--- src/hw/rtl/quic_long_header_parser_defines.svh ---
// Assertion macros shared by the QUIC long header parser RTL.
`ifndef QUIC_LONG_HEADER_PARSER_DEFINES_SVH
`define QUIC_LONG_HEADER_PARSER_DEFINES_SVH

// Same-cycle implication, checked on clk outside of reset.
`define QLHP_ASSERT_NOW(lbl, ante, cons) \
  lbl: assert property (@(posedge clk) disable iff (!rst_n) (ante) |-> (cons)) \
    else $error("qlhp check failed");

// Next-cycle implication, checked on clk outside of reset.
`define QLHP_ASSERT_NEXT(lbl, ante, cons) \
  lbl: assert property (@(posedge clk) disable iff (!rst_n) (ante) |=> (cons)) \
    else $error("qlhp check failed");

`endif

--- src/hw/rtl/qlhp_pkg.sv ---
// Types, constants and codes shared by the QUIC long header parser.
`timescale 1ns / 1ps

package qlhp_pkg;

  // Header limits.
  localparam int MAX_ID_LEN    = 20;
  localparam int MIN_HDR_LEN   = 7;
  localparam int VERSION_BYTES = 4;

  // Internal widths follow from the connection ID limit.
  localparam int LEN_W  = $clog2(MAX_ID_LEN + 1);
  localparam int CNT_W  = (LEN_W > 3) ? LEN_W : 3;
  localparam int HLEN_W = $clog2(MIN_HDR_LEN + 2 * MAX_ID_LEN + 1);

  // Result bus widths.
  localparam int OUT_DATA_W = 80;
  localparam int OUT_USER_W = 2;

  localparam logic [7:0] FORM_BIT  = 8'h80;
  localparam logic [7:0] TYPE_MASK = 8'h03;

  // Parser phases.
  localparam logic [2:0] PH_FIRST   = 3'd0;
  localparam logic [2:0] PH_VERSION = 3'd1;
  localparam logic [2:0] PH_DLEN    = 3'd2;
  localparam logic [2:0] PH_DCID    = 3'd3;
  localparam logic [2:0] PH_SLEN    = 3'd4;
  localparam logic [2:0] PH_SCID    = 3'd5;
  localparam logic [2:0] PH_SKIP    = 3'd6;

  // Result kinds.
  localparam logic [1:0] K_DCID  = 2'd0;
  localparam logic [1:0] K_SCID  = 2'd1;
  localparam logic [1:0] K_DONE  = 2'd2;
  localparam logic [1:0] K_ERROR = 2'd3;

  // Error codes.
  localparam logic [1:0] E_NONE  = 2'd0;
  localparam logic [1:0] E_FORM  = 2'd1;
  localparam logic [1:0] E_IDLEN = 2'd2;
  localparam logic [1:0] E_TRUNC = 2'd3;

  typedef struct packed {
    logic [1:0]  kind;
    logic [7:0]  cid_byte;
    logic [4:0]  cid_index;
    logic [7:0]  header_first_byte;
    logic [1:0]  packet_type;
    logic [31:0] version;
    logic [4:0]  dest_id_len;
    logic [4:0]  src_id_len;
    logic [5:0]  header_len;
    logic [1:0]  error_code;
    logic        end_of_item;
  } qlhp_result_t;

  // Results that one byte produces, in order, and how many are real.
  typedef struct packed {
    qlhp_result_t res0;
    qlhp_result_t res1;
    logic [1:0]   count;
  } qlhp_step_t;

endpackage

--- src/hw/rtl/qlhp_core.sv ---
// Header parsing state and the per-byte step logic of the QUIC long header parser.
`timescale 1ns / 1ps

module qlhp_core
  import qlhp_pkg::*;
(
  input  logic       clk,
  input  logic       rst_n,
  input  logic       item_valid,
  input  logic [7:0] item_byte,
  input  logic       item_last,
  input  logic       step_fire,
  output qlhp_step_t step
);

  logic [2:0]        phase_r, phase_nxt;
  logic [CNT_W-1:0]  fc_r, fc_nxt;
  logic [7:0]        fb_r, fb_nxt;
  logic [31:0]       ver_r, ver_nxt;
  logic [LEN_W-1:0]  dl_r, dl_nxt;
  logic [LEN_W-1:0]  sl_r, sl_nxt;
  logic [HLEN_W-1:0] bc_r, bc_nxt;

  logic [CNT_W-1:0]  fc_inc;
  logic              cid_hit;
  logic [1:0]        cid_kind;
  logic              err_hit;
  logic [1:0]        err_code;
  logic              sum_hit;
  logic              tail_hit;
  logic [7:0]        ptype_wide;
  qlhp_result_t      cid_res;
  qlhp_result_t      tail_res;

  // Next state and result selection for the byte in the input register.
  always_comb begin
    phase_nxt = phase_r;
    fc_nxt    = fc_r;
    fb_nxt    = fb_r;
    ver_nxt   = ver_r;
    dl_nxt    = dl_r;
    sl_nxt    = sl_r;
    bc_nxt    = bc_r;
    cid_hit   = 1'b0;
    cid_kind  = K_DCID;
    err_hit   = 1'b0;
    err_code  = E_NONE;
    sum_hit   = 1'b0;
    fc_inc    = fc_r + 1'b1;

    // Every header byte counts toward the header length.
    if (phase_r <= PH_SCID) begin
      bc_nxt = bc_r + 1'b1;
    end

    case (phase_r)
      PH_FIRST: begin
        fb_nxt  = item_byte;
        bc_nxt  = HLEN_W'(1);
        fc_nxt  = '0;
        ver_nxt = '0;
        dl_nxt  = '0;
        sl_nxt  = '0;
        if ((item_byte & FORM_BIT) == 8'h00) begin
          err_hit  = 1'b1;
          err_code = E_FORM;
        end else if (item_last) begin
          err_hit  = 1'b1;
          err_code = E_TRUNC;
        end else begin
          phase_nxt = PH_VERSION;
        end
      end
      PH_VERSION: begin
        ver_nxt = {ver_r[23:0], item_byte};
        fc_nxt  = fc_inc;
        if (item_last) begin
          err_hit  = 1'b1;
          err_code = E_TRUNC;
        end else if (fc_inc >= CNT_W'(VERSION_BYTES)) begin
          phase_nxt = PH_DLEN;
        end
      end
      PH_DLEN: begin
        dl_nxt = item_byte[LEN_W-1:0];
        if (item_byte > 8'(MAX_ID_LEN)) begin
          err_hit  = 1'b1;
          err_code = E_IDLEN;
        end else if (item_last) begin
          err_hit  = 1'b1;
          err_code = E_TRUNC;
        end else begin
          fc_nxt    = '0;
          phase_nxt = (item_byte == 8'h00) ? PH_SLEN : PH_DCID;
        end
      end
      PH_DCID: begin
        cid_hit  = 1'b1;
        cid_kind = K_DCID;
        fc_nxt   = fc_inc;
        if (item_last) begin
          err_hit  = 1'b1;
          err_code = E_TRUNC;
        end else if (fc_inc >= CNT_W'(dl_r)) begin
          phase_nxt = PH_SLEN;
        end
      end
      PH_SLEN: begin
        sl_nxt = item_byte[LEN_W-1:0];
        if (item_byte > 8'(MAX_ID_LEN)) begin
          err_hit  = 1'b1;
          err_code = E_IDLEN;
        end else if (item_byte == 8'h00) begin
          sum_hit = 1'b1;
        end else if (item_last) begin
          err_hit  = 1'b1;
          err_code = E_TRUNC;
        end else begin
          fc_nxt    = '0;
          phase_nxt = PH_SCID;
        end
      end
      PH_SCID: begin
        cid_hit  = 1'b1;
        cid_kind = K_SCID;
        fc_nxt   = fc_inc;
        if (fc_inc >= CNT_W'(sl_r)) begin
          sum_hit = 1'b1;
        end else if (item_last) begin
          err_hit  = 1'b1;
          err_code = E_TRUNC;
        end
      end
      default: begin
        // Trailing bytes after a summary or an error are dropped.
      end
    endcase

    // The flagged last byte always rearms the parser.
    if (item_last) begin
      phase_nxt = PH_FIRST;
    end else if (err_hit || sum_hit) begin
      phase_nxt = PH_SKIP;
    end
  end

  // Build the connection ID beat and the closing beat.
  assign tail_hit   = item_valid && (err_hit || sum_hit);
  assign ptype_wide = (fb_nxt >> 4) & TYPE_MASK;

  always_comb begin
    cid_res             = '0;
    cid_res.kind        = cid_kind;
    cid_res.cid_byte    = item_byte;
    cid_res.cid_index   = 5'(fc_r);
    cid_res.end_of_item = !tail_hit;

    tail_res             = '0;
    tail_res.end_of_item = 1'b1;
    if (sum_hit) begin
      tail_res.kind              = K_DONE;
      tail_res.header_first_byte = fb_nxt;
      tail_res.packet_type       = ptype_wide[1:0];
      tail_res.version           = ver_nxt;
      tail_res.dest_id_len       = 5'(dl_nxt);
      tail_res.src_id_len        = 5'(sl_nxt);
      tail_res.header_len        = 6'(bc_nxt);
    end else begin
      tail_res.kind       = K_ERROR;
      tail_res.error_code = err_code;
    end
  end

  always_comb begin
    step.res0  = (item_valid && cid_hit) ? cid_res : tail_res;
    step.res1  = tail_res;
    step.count = {1'b0, item_valid && cid_hit} + {1'b0, tail_hit};
  end

  // Parser state registers.
  always_ff @(posedge clk) begin
    if (!rst_n) begin
      phase_r <= PH_FIRST;
      fc_r    <= '0;
      fb_r    <= '0;
      ver_r   <= '0;
      dl_r    <= '0;
      sl_r    <= '0;
      bc_r    <= '0;
    end else if (step_fire) begin
      phase_r <= phase_nxt;
      fc_r    <= fc_nxt;
      fb_r    <= fb_nxt;
      ver_r   <= ver_nxt;
      dl_r    <= dl_nxt;
      sl_r    <= sl_nxt;
      bc_r    <= bc_nxt;
    end
  end

endmodule

--- src/hw/rtl/quic_long_header_parser.sv ---
// Top level of the QUIC long header parser: input register, parser core, result queue.
// Path: a byte waits in the input register until its results have room in the result
// queue, where they are registered. Throughput: one byte per cycle while the queue has
// room; a byte's second beat waits in a slot behind the output register.
// Reset: synchronous, active low; empties both register stages and rearms the
// parser to wait for the first byte of a datagram.
`timescale 1ns / 1ps
`include "quic_long_header_parser_defines.svh"

module quic_long_header_parser
  import qlhp_pkg::*;
(
  input  logic                  clk,
  input  logic                  rst_n,
  input  logic                  in_tvalid,
  output logic                  in_tready,
  input  logic [7:0]            in_tdata,   // data_byte[7:0]
  input  logic                  in_tlast,   // last_byte
  output logic                  out_tvalid,
  input  logic                  out_tready,
  // cid_byte[7:0], cid_index[12:8], header_first_byte[20:13], packet_type[22:21],
  // version[54:23], dest_id_len[59:55], src_id_len[64:60], header_len[70:65],
  // error_code[72:71], zero fill[79:73]
  output logic [OUT_DATA_W-1:0] out_tdata,
  output logic [OUT_USER_W-1:0] out_tuser,  // kind[1:0]
  output logic                  out_tlast   // end_of_item
);

  logic         ib_valid_r;
  logic [7:0]   ib_byte_r;
  logic         ib_last_r;

  logic         out_valid_r, out_valid_nxt;
  logic         sec_valid_r, sec_valid_nxt;
  qlhp_result_t out_res_r, out_res_nxt;
  qlhp_result_t sec_res_r, sec_res_nxt;

  qlhp_step_t   step;
  logic         pop;
  logic [1:0]   occ;
  logic [1:0]   remain;
  logic [1:0]   total;
  logic         step_fire;

  // Queue occupancy after this cycle's output beat leaves.
  assign pop    = out_valid_r && out_tready;
  assign occ    = {1'b0, out_valid_r} + {1'b0, sec_valid_r};
  assign remain = occ - {1'b0, pop};
  assign total  = remain + step.count;

  // A byte is parsed once its results are sure of a slot.
  assign step_fire = ib_valid_r && (({1'b0, remain} + {1'b0, step.count}) <= 3'd2);
  assign in_tready = !ib_valid_r || step_fire;

  qlhp_core u_core (
    .clk        (clk),
    .rst_n      (rst_n),
    .item_valid (ib_valid_r),
    .item_byte  (ib_byte_r),
    .item_last  (ib_last_r),
    .step_fire  (step_fire),
    .step       (step)
  );

  // Input register.
  always_ff @(posedge clk) begin
    if (!rst_n) begin
      ib_valid_r <= 1'b0;
    end else if (in_tready) begin
      ib_valid_r <= in_tvalid;
    end
  end

  always_ff @(posedge clk) begin
    if (in_tready) begin
      ib_byte_r <= in_tdata;
      ib_last_r <= in_tlast;
    end
  end

  // Result queue: keep what is left, then append the new beats in order.
  always_comb begin
    if (remain != 2'd0) begin
      out_res_nxt = pop ? sec_res_r : out_res_r;
    end else begin
      out_res_nxt = step.res0;
    end
    if (remain == 2'd2) begin
      sec_res_nxt = sec_res_r;
    end else if (remain == 2'd1) begin
      sec_res_nxt = step.res0;
    end else begin
      sec_res_nxt = step.res1;
    end
    if (step_fire) begin
      out_valid_nxt = (total != 2'd0);
      sec_valid_nxt = (total == 2'd2);
    end else begin
      out_valid_nxt = (remain != 2'd0);
      sec_valid_nxt = (remain == 2'd2);
    end
  end

  always_ff @(posedge clk) begin
    if (!rst_n) begin
      out_valid_r <= 1'b0;
      sec_valid_r <= 1'b0;
    end else begin
      out_valid_r <= out_valid_nxt;
      sec_valid_r <= sec_valid_nxt;
    end
  end

  always_ff @(posedge clk) begin
    out_res_r <= out_res_nxt;
    sec_res_r <= sec_res_nxt;
  end

  // Output beat.
  assign out_tvalid = out_valid_r;
  assign out_tuser  = out_res_r.kind;
  assign out_tlast  = out_res_r.end_of_item;
  assign out_tdata  = {7'b0, out_res_r.error_code, out_res_r.header_len,
                       out_res_r.src_id_len, out_res_r.dest_id_len, out_res_r.version,
                       out_res_r.packet_type, out_res_r.header_first_byte,
                       out_res_r.cid_index, out_res_r.cid_byte};

  // The second slot is only ever filled behind the head.
  `QLHP_ASSERT_NOW(a_sec_behind_head, sec_valid_r, out_valid_r)
  // A byte with two beats leaves the queue full.
  `QLHP_ASSERT_NEXT(a_pair_fills_queue, step_fire && (step.count == 2'd2), sec_valid_r)
  // Summary and error beats always close their byte.
  `QLHP_ASSERT_NOW(a_tail_closes_item,
    out_valid_r && ((out_res_r.kind == K_DONE) || (out_res_r.kind == K_ERROR)),
    out_res_r.end_of_item)

endmodule

--- config.mk ---
export PLATFORM = sky130hd
export DESIGN_NAME = quic_long_header_parser
export DESIGN_NICKNAME = d
export VERILOG_FILES = /design/src/hw/rtl/qlhp_pkg.sv /design/src/hw/rtl/qlhp_core.sv /design/src/hw/rtl/quic_long_header_parser.sv
export VERILOG_INCLUDE_DIRS = /design/src /design/src/hw/rtl
export SDC_FILE = /design/constraint.sdc
export NUM_CORES = 1
export LEC_CHECK = 0
export ABC_AREA = 0
export BUFFER_PORTS_ARGS = -buffer_cell sky130_fd_sc_hd__buf_2
export CELL_PAD_IN_SITES_DETAIL_PLACEMENT = 1
export CELL_PAD_IN_SITES_GLOBAL_PLACEMENT = 2
export CORE_ASPECT_RATIO = 0.6
export CORE_UTILIZATION = 35
export DETAILED_ROUTE_END_ITERATION = 8
export PLACE_DENSITY_LB_ADDON = 0.12
export SKIP_LAST_GASP = 1
export SLEW_MARGIN = 10
export SYNTH_ARGS = -nofsm -noshare
export SYNTH_HDL_FRONTEND = slang
export SYNTH_HIERARCHICAL = 1
export SYNTH_SLANG_ARGS = --single-unit
--- constraint.sdc ---
create_clock -name clk -period 7.4 [get_ports clk]
set_clock_uncertainty 0.05 [all_clocks]
set_input_delay 0.37 -clock clk [delete_from_list [all_inputs] [get_ports clk]]
set_output_delay 0.37 -clock clk [all_outputs]
set_load 0.01 [all_outputs]
==> flow_summary.yaml <==
status:
  status: "completed"
power_and_ir_drop:
  peakVddDrop_uv: 284
  combPwrFrac_pct: 35.6
  power_frac_seq_pct: 40.3
  powerDensity_nw_per_um2: 375
  netSwitchingPower_w: 0.00177
  p_sw_share_pct: 34.6
  p_int_w: 0.00334
  clockPowerShare_pct: 24.1
  p_leak_nw: 5.39
synth:
  synth_area_per_cell_um2: 11.4
  synth_cells: 1058
  synthFlopType: "edfxtp_1"
  synth_cell_types: 57
  syn-cell-area_um2: 12100
  synth_seq_area_share_pct: 51.1
  yosys_warnings: 6
  ys_ff_latch: 228
  synth_edf_count: 161
  ys_async_sr_fraction_pct: 0
layout:
  layout_commonest_cell: "edfxtp_1"
  drive_gt1_share_pct: 31.5
  nNetsFinal: 1150
  fin_cells: 1595
  diodes: 0
  final_cell_mix: "161 x edfxtp_1, 100 x nor2_1, 90 x buf_2"
  fillerInstances: 3691
  area_growth_pct: 12.7
setup_path:
  critPathLaunchType: "flip-flop"
  cp_max_fo: 12
  cp_common_cell: "ha_1"
  worstSetupPathType: "flip-flop to flip-flop"
  crit_path_cell_trace: "ha_1 -> nand3_1 -> xnor2_1 -> ha_1 -> a211o_1 -> a31oi_1 -> o32ai_1 -> nand2b_1 -> o21a_1 -> ha_1 -> ha_1 -> fa_1 -> nand2b_1 -> a21oi_1 -> inv_1 -> a21oi_1 -> a21boi_0 -> o21ai_0 -> a31o_2"
  cp.arrival_ns: 6.16
  worst_setup_path_end_kind: "flip-flop"
  crit_buf_inv: 1
  worstPathRequired_ns: 7.77
  slowest_delay_ns: 0.51
  cp_top_family: "compound AO/OA/AOI/OAI gates"
  cp_slowest_cell: "dfxtp_1"
global_route:
  grt_start_max_net_pins: 70
  grtUsageTotal_pct: 18.4
  grt_overflow: 0
  grt_pass1_vias: 8090
  grt_pass1_wl_um: 50500
  antenna_found_initial: 0
die:
  die_area_um2: 35300
  io_pins: 98
  coreArea_um2: 33800
  start_util_pct: 35.7
  rows: 52
  die_width_um: 242
  die_y_um: 146
placed_design:
  hpwl_um: 21100
  dp_slack_ns: 1.69
  io_buffers: 90
  dp.cells: 1541
  gp_congestion: 0.846
clock_tree:
  cts-resized-gates: 0
  clk-insertion-delay-late_ns: 0.53
  cts_tree: "built"
  numCtsBuffers: 25
  cts.path.max_buffers: 3
  cts_sinks: 228
  path_clk_slew_ns: 0.06
  ctsHtreeMaxLevel: 1
  clockRootBuffer: "clkbuf_16"
routing:
  drt-vias-per-instance: 5.02
  drc: 0
  dr.first_iter.drc_count: 526
  final_antenna_net_count: 0
  vias: 8000
  dr.pass1.iters: 4
  wire_per_inst_um: 20.2
  routed_wl_um: 32300
timing:
  worst_pin_slew_ns: 0.996
  setup_tns_ns: 0
  whs_ns: 0.0657
  setup_violations: 0
  rsz0062_at_grt: "no"
  finalMaxSlewViolations: 0
  max_slew_margin_pct: 33.0
  setup_ws_ns: 1.61
  hold_viol_final: 0
  fmax_ghz: 0.173
  fin_crit_ns: 5.79
  period_share_pct: 78.3
worst_hold_path:
  worstHoldPathType: "input port to flip-flop"
job:
  drv_cap: 0
through the flow:
stage	utilization (%)	cell area (um^2)	total power (W)
4_1_cts	40.2	13600	0.00522
3_5_place_dp	37.6	12700	0.00396
3_3_place_gp	37.6	12700	0.00394
2_1_floorplan	-	12100	0.00344
5_1_grt	40.2	13600	0.00540
6_report	40.2	13600	0.00511
area by class of cell:
type                       instances  area [um^2]  share of cell area (%)
clock buffer                      38          726                    5.33
clock inverter                     7         58.8                   0.432
inverter                          21         78.8                   0.579
multi-input combinational        725         5320                    39.1
sequential                       228         6180                    45.4
tap                              459          574                    4.22
timing repair buffer             117          676                    4.97
power groups by stage:
stage	sequential, W	combinational, W	clock, W
finish	0.00206	0.00182	0.00123
floorplan	0.00219	0.00125	0
global route	0.00211	0.00198	0.00131
detailed placement	0.00209	0.00187	0
CTS	0.00207	0.00188	0.00127
global placement	0.00208	0.00186	0
state kept, by name, indices dropped and copies added, names as in the netlist:
name / flops
out_tvalid: 1
u_core/phase_r: 3
u_core/sl_r: 5
u_core/fc_r: 5
u_core/dl_r: 5
ib_valid_r: 1
ib_last_r: 1
sec_valid_r: 1
sec_res_r: 76
out_tlast: 1
out_tuser: 2
u_core/fb_r: 8
u_core/bc_r: 6
out_tdata: 73
u_core/ver_r: 32
ib_byte_r: 8
path summary, 6_finish.rpt:
kind,slack [ns],depth (start not counted),from,to
max reg2reg,1.61,19,u_core/fc_r[0],u_core/fc_r[2]
min,0.07,3,in_tvalid,ib_valid_r
min reg2reg,0.41,2,u_core/fb_r[5],u_core/fb_r[5]
max,1.61,19,u_core/fc_r[0],u_core/fc_r[2]
cell families (layout without fill, tap and decap cells):
kind of cell,after synthesis,in the layout,share of synthesized area (%)
AO/OA/AOI/OAI,151,151,8.25
flip-flops,228,228,51.1
buffers and inverters,124,183,5.63
XOR/XNOR,7,7,0.570
adder cells (fa/ha/maj),19,19,2.03
other,3,22,0.0932
AND/OR/NAND/NOR,364,364,15.1
multiplexers,162,162,17.2
synth_stat cells (18+ instances only):
library cell  number  share of area [%]
nand2_1           88                2.7
edfxtp_1         161                 40
nand3_1           36                1.5
nor2_1           101                3.1
clkbuf_1          49                1.5
mux2_4            69                8.6
and3_1            37                1.9
mux2_2            84                7.8
buf_4             27                1.7
dfxtp_1           67                 11
ha_1              18                1.9
a21boi_0          52                3.2
a21oi_1           47                1.9
inv_1             20               0.62
nor2_2            31                1.6
metal layers:
metal,track usage (%),share of wire [%],wire length [um],vias up
met4,3.10,1.6,502,0
li1,-,-,-,3848
met1,30.2,56,18000,4002
met2,24.9,39,12600,118
met5,0,0,0,-
met3,3.06,3.6,1160,32
worst min-delay path: cells and delay by family:
family	cells	cell delay, ns
compound gates	1	0.04
buf+inv	1	0.10
simple gates	1	0.09
timing repair:
item | CTS | global route
hold buffers | 9 | 0
buffers inserted | 0 | 0
endpoints found under the hold margin | 9 | 0
Note: power is estimated with default switching activity, not from simulation.
